`config.mk`:
```
export PLATFORM = sky130hd
export DESIGN_NAME = cbhm_home
export DESIGN_NICKNAME = d
export VERILOG_FILES = /design/src/rtl/core/cbhm_pkg.sv /design/src/rtl/core/cbhm_home.sv
export SDC_FILE = /design/constraint.sdc
export NUM_CORES = 1
export LEC_CHECK = 0
export ABC_AREA = 0
export BUFFER_PORTS_ARGS = -buffer_cell sky130_fd_sc_hd__buf_2
export CAP_MARGIN = 0
export CORE_UTILIZATION = 16
export DETAILED_ROUTE_END_ITERATION = 7
export GPL_TIMING_DRIVEN = 0
export PLACE_DENSITY = 0.74
export SLEW_MARGIN = 20
export SYNTH_ARGS = -nofsm -noshare
export SYNTH_HDL_FRONTEND = slang
export SYNTH_SLANG_ARGS = --single-unit
```
`constraint.sdc`:
```
create_clock -name clk -period 0.8 [get_ports clk]
set_input_delay 0.12 -clock clk [delete_from_list [all_inputs] [get_ports clk]]
set_output_delay 0.12 -clock clk [all_outputs]
set_load 0.005 [all_outputs]
```
`src/rtl/core/cbhm_pkg.sv`:
```
// Package for the clock binding hash map core.
// Holds the transaction payload types and the status codes; no dependencies.

package cbhm_pkg;

	localparam int KEY_W    = 64;
	localparam int VALUE_W  = 64;
	localparam int STATUS_W = 3;
	localparam int BOUND_W  = 7;
	localparam int DROP_W   = 32;

	// Result status codes.
	localparam logic [STATUS_W-1:0] STATUS_NEW     = 3'd0;
	localparam logic [STATUS_W-1:0] STATUS_UPDATED = 3'd1;
	localparam logic [STATUS_W-1:0] STATUS_DROPPED = 3'd2;
	localparam logic [STATUS_W-1:0] STATUS_IGNORED = 3'd3;
	localparam logic [STATUS_W-1:0] STATUS_HIT     = 3'd4;
	localparam logic [STATUS_W-1:0] STATUS_MISS    = 3'd5;

	// Operation codes.
	localparam logic OP_BIND   = 1'b0;
	localparam logic OP_LOOKUP = 1'b1;

	// Request transaction.
	typedef struct packed {
		logic               operation;
		logic [KEY_W-1:0]   clock_key;
		logic [VALUE_W-1:0] client_value;
	} req_t;

	// Response transaction.
	typedef struct packed {
		logic [VALUE_W-1:0]  found_value;
		logic [STATUS_W-1:0] status;
		logic [BOUND_W-1:0]  bound_count;
		logic [DROP_W-1:0]   dropped_count;
	} rsp_t;

endpackage

```
`src/rtl/core/cbhm_home.sv`:
```
// Home slot unit: hashes a key and reduces the hash modulo the slot count.
// Uses cbhm_pkg for the key width; four remainder steps per cycle.

module cbhm_home import cbhm_pkg::*; #(
	parameter int SLOTS = 64,
	localparam int SW = $clog2(SLOTS)
) (
	input  logic             clk,
	input  logic             arst_n,
	input  logic             start,
	input  logic [KEY_W-1:0] key,
	output logic             done,
	output logic [SW-1:0]    home
);

	localparam bit POW2 = (SLOTS & (SLOTS - 1)) == 0;
	localparam int BITS_PER_STEP = 4;
	localparam int STEPS = KEY_W / BITS_PER_STEP;
	localparam int CW = $clog2(STEPS + 1);

	logic [KEY_W-1:0] h_q;
	logic [SW-1:0]    r_q;
	logic [CW-1:0]    cnt_q;
	logic             run_q;
	logic [SW-1:0]    r_next;

	// Four restoring remainder steps, most significant hash bits first.
	always_comb begin
		logic [SW:0] t;
		r_next = r_q;
		for (int i = 0; i < BITS_PER_STEP; i++) begin
			t = {r_next, h_q[KEY_W-1-i]};
			if (t >= (SW+1)'(SLOTS)) begin
				t = t - (SW+1)'(SLOTS);
			end
			r_next = t[SW-1:0];
		end
	end

	assign done = run_q && (POW2 || (cnt_q == CW'(STEPS)));
	assign home = POW2 ? h_q[SW-1:0] : r_q;

	// Sequencing of the reduction.
	always_ff @(posedge clk or negedge arst_n) begin
		if (!arst_n) begin
			run_q <= 1'b0;
			cnt_q <= '0;
		end else if (start) begin
			run_q <= 1'b1;
			cnt_q <= '0;
		end else if (run_q) begin
			if (done) begin
				run_q <= 1'b0;
			end else begin
				cnt_q <= cnt_q + CW'(1);
			end
		end
	end

	// Hash word and partial remainder.
	always_ff @(posedge clk) begin
		if (start) begin
			h_q <= (key >> 4) ^ (key >> 13);
			r_q <= '0;
		end else if (run_q && !done) begin
			h_q <= h_q << BITS_PER_STEP;
			r_q <= r_next;
		end
	end

endmodule

```
Word level (Yosys, flattened, before mapping)
Cells that the tools add are included.
{"block": "word_totals", "regBits": 7, "output_inout_bits": 7, "elab_cells": 4}
{"block": "op_classes", "mux": 1, "bitwise_logic": 1}
{"operator": "bitwise XOR 6 bit", "n": 1}
{"operator": "2-to-1 mux 1 bit", "n": 1}

Logic depth before layout (Yosys ltp)
{"block": "depth", "word_depth": 1, "ltp_mapped": 1, "depth_no_buf": 1}

Worst setup path before layout
No wires, ideal clock.
{"block": "synth_path", "path_kind": "in2reg", "from": "in key[13]", "to": "reg h_q[0] (data pin)", "arrival_time_ps": 250, "required_time_ps": 544, "slack_ps": 293, "path_stages": 1, "n_path_buf": 0, "cell_sequence": "xor2_1"}
{"block": "synth_via", "elab_chain_cells": 1}
{"item": "start, declared", "line_no": "cbhm_home.sv:11", "rtl": "input logic [KEY_W-1:0] key,"}
{"item": "bitwise XOR 6 bit", "line_no": "cbhm_home.sv:63", "rtl": "h_q <= (key >> 4) ^ (key >> 13);"}
{"item": "end signal, assigned", "line_no": "cbhm_home.sv:63"}
{"item": "end signal, assigned", "line_no": "cbhm_home.sv:66", "rtl": "h_q <= h_q << BITS_PER_STEP;"}
{"item": "end, declared", "line_no": "cbhm_home.sv:21", "rtl": "logic [KEY_W-1:0] h_q;"}
Every way passes these cells.
A chain may end at the register's enable or synchronous reset.

Worst setup path in the final report
{"block": "layout_path", "from": "reg h_q[5]", "to": "out home[5]"}
{"item": "end, declared", "line_no": "cbhm_home.sv:13", "rtl": "output logic [SW-1:0] home"}
No word-level cell between the ends.

==> results.py <==
metrics = {
    "sta": {
        "finalMaxSlewViolations": 0,
        "tns_ns": -0.333,
        "holdWs_ns": 0.0824,
        "layout_worst_path_cycle_share": 1.08,
        "setup_ws_ns": -0.0654,
        "relSlewSlack": 0.896,
        "tightestPinTransition_ns": 0.155,
        "fin_crit_ns": 0.865,
        "finalSetupViolCount": 7,
        "max_freq_mhz": 1160,
        "hold_viol_final": 0,
        "rsz0062_at_grt": "true",
    },
    "critical_path": {
        "end_kind": "primary output",
        "critPathKind": "register to primary output",
        "crit_family": "flip-flops",
        "cp_num_buf_inv": 1,
        "cp.arrival_ns": 0.75,
        "worstPathCellList": "buf_2",
        "worstPathMaxFanout": 1,
        "cp_slowest_cell": "edfxtp_1",
        "worstPathRequired_ns": 0.68,
        "start_kind": "register",
        "max_stage_delay_ns": 0.36,
    },
    "cts": {
        "cts_root_buf": "clkbuf_4",
        "cts.sinks": 7,
        "postCtsResizedCells": 0,
        "post_cts_buffers": 0,
        "cts_buffer_depth": 2,
        "clk_pin_slew_worst_paths_ns": 0.05,
        "cts_tree": "yes",
        "htreeDepth": 1,
        "numCtsBuffers": 3,
    },
    "routing": {
        "remaining_drc_errors": 0,
        "ant_nets": 0,
        "routedWlPerCell_um": 9.36,
        "wl_um": 515,
        "via_count": 197,
        "vias_per_cell": 3.58,
        "drtIter0Drc": 4,
        "first_pass_iters": 3,
    },
    "placement": {
        "placed_cell_area_um2": 383,
        "port_buffers": 21,
        "place_congestion": 0.694,
    },
    "cells_and_area": {
        "final_common_cell": "buf_2",
        "drive_gt1_frac": 0.615,
        "diodes": 0,
        "nets": 107,
        "final_cell_area_um2": 419,
        "final_cell_mix": "buf_2 (21), xor2_1 (6), edfxtp_1 (6)",
        "syn_to_final_growth_pct": 62.6,
    },
    "floorplanning": {
        "pin_count": 74,
        "core_mm2": 0.00151,
        "num_rows": 14,
        "die_h_um": 42.1,
        "dieArea_mm2": 0.00178,
        "die_x_um": 42.1,
        "initial_core_util": 0.171,
    },
    "pwr": {
        "p_leak_nw": 0.198,
        "vdd_drop_max_uv": 567,
        "powerDensity_mw_per_mm2": 2070,
    },
    "hold_path": {
        "hold_path_class": "primary input to register",
    },
    "global_route": {
        "grt_pass1_vias": 181,
        "grt_pass1_wl_um": 752,
        "grt_usage": 0.0668,
        "grt_max_degree": 8,
        "antenna_found_initial": 0,
        "gr-total-overflow": 0,
    },
    "status": {
        "violations": "setup timing",
        "status": "finished, violations left",
    },
    "synth": {
        "ys_seq_area_frac": 0.796,
        "avgSynthCellArea_um2": 19.8,
        "yosys_warnings": 0,
        "synth_cells": 13,
        "synth.distinct_cells": 3,
        "syn_nets": 80,
        "syn_area_um2": 258,
        "synth_seq_cells": 7,
    },
    "flow_run": {
        "drv_cap": 0,
    },
}
cell families (layout without fill, tap and decap cells):
group / Yosys count / in the layout / synth area share
buf+inv: 0 / 26 / 0
xor+xnor: 6 / 6 / 0.204
flops: 7 / 7 / 0.796
cells in the mapped netlist:
cell	count	area (um^2)
edfxtp_1	6	180
dfrtp_1	1	25.0
xor2_1	6	52.6
through the flow:
stage          power [mW]  worst slack [ns]  instances  utilization
3_3_place_gp        0.558             0.157         50        0.254
3_5_place_dp        0.562             0.145         50        0.254
6_report            0.866           -0.0654         55        0.278
2_1_floorplan       0.479             0.293         13            -
4_1_cts             0.885           -0.0810         55        0.278
5_1_grt             0.919           -0.0990         55        0.278
power by group:
| part | internal [mW] | switching, mW |
|---|---|---|
| clock | 0.190 | 0.122 |
| sequential | 0.440 | 0.00733 |
| combinational | 0.0609 | 0.0464 |
layer usage:
| metal | global-route usage | vias up | part of all wire |
|---|---|---|---|
| li1 | - | 97 | - |
| met5 | 0 | - | 0 |
| met1 | 0.0792 | 78 | 0.46 |
| met4 | 0.0563 | 0 | 0 |
| met3 | 0.0603 | 0 | 0.16 |
| met2 | 0.0688 | 22 | 0.38 |
sequential cells by signal, summed over array words and instances, names as in the netlist:
signal  count
h_q         6
done        1
final timing paths:
path / slack [ns] / end / cells after the start / from
max in group asynchronous: 0.54 / done / 2 / arst_n
min in group asynchronous: 0.18 / done / 2 / arst_n
hold / removal: 0.08 / done / 1 / start
setup / recovery: -0.07 / home[5] / 1 / h_q[5]
repair_timing:
item                                    4_1_cts  5_1_grt
endpoints found under the hold margin         1        0
hold buffers                                  1        0
endpoints found under the setup margin        7        7
layout make-up:
class | count | area, um^2
Clock buffer | 4 | 26.3
Fill cell | 171 | 1090
Multi-Input combinational cell | 6 | 52.6
Sequential cell | 7 | 205
Tap cell | 16 | 20.0
Timing Repair Buffer | 22 | 115
(Power assumes the default switching activity.)
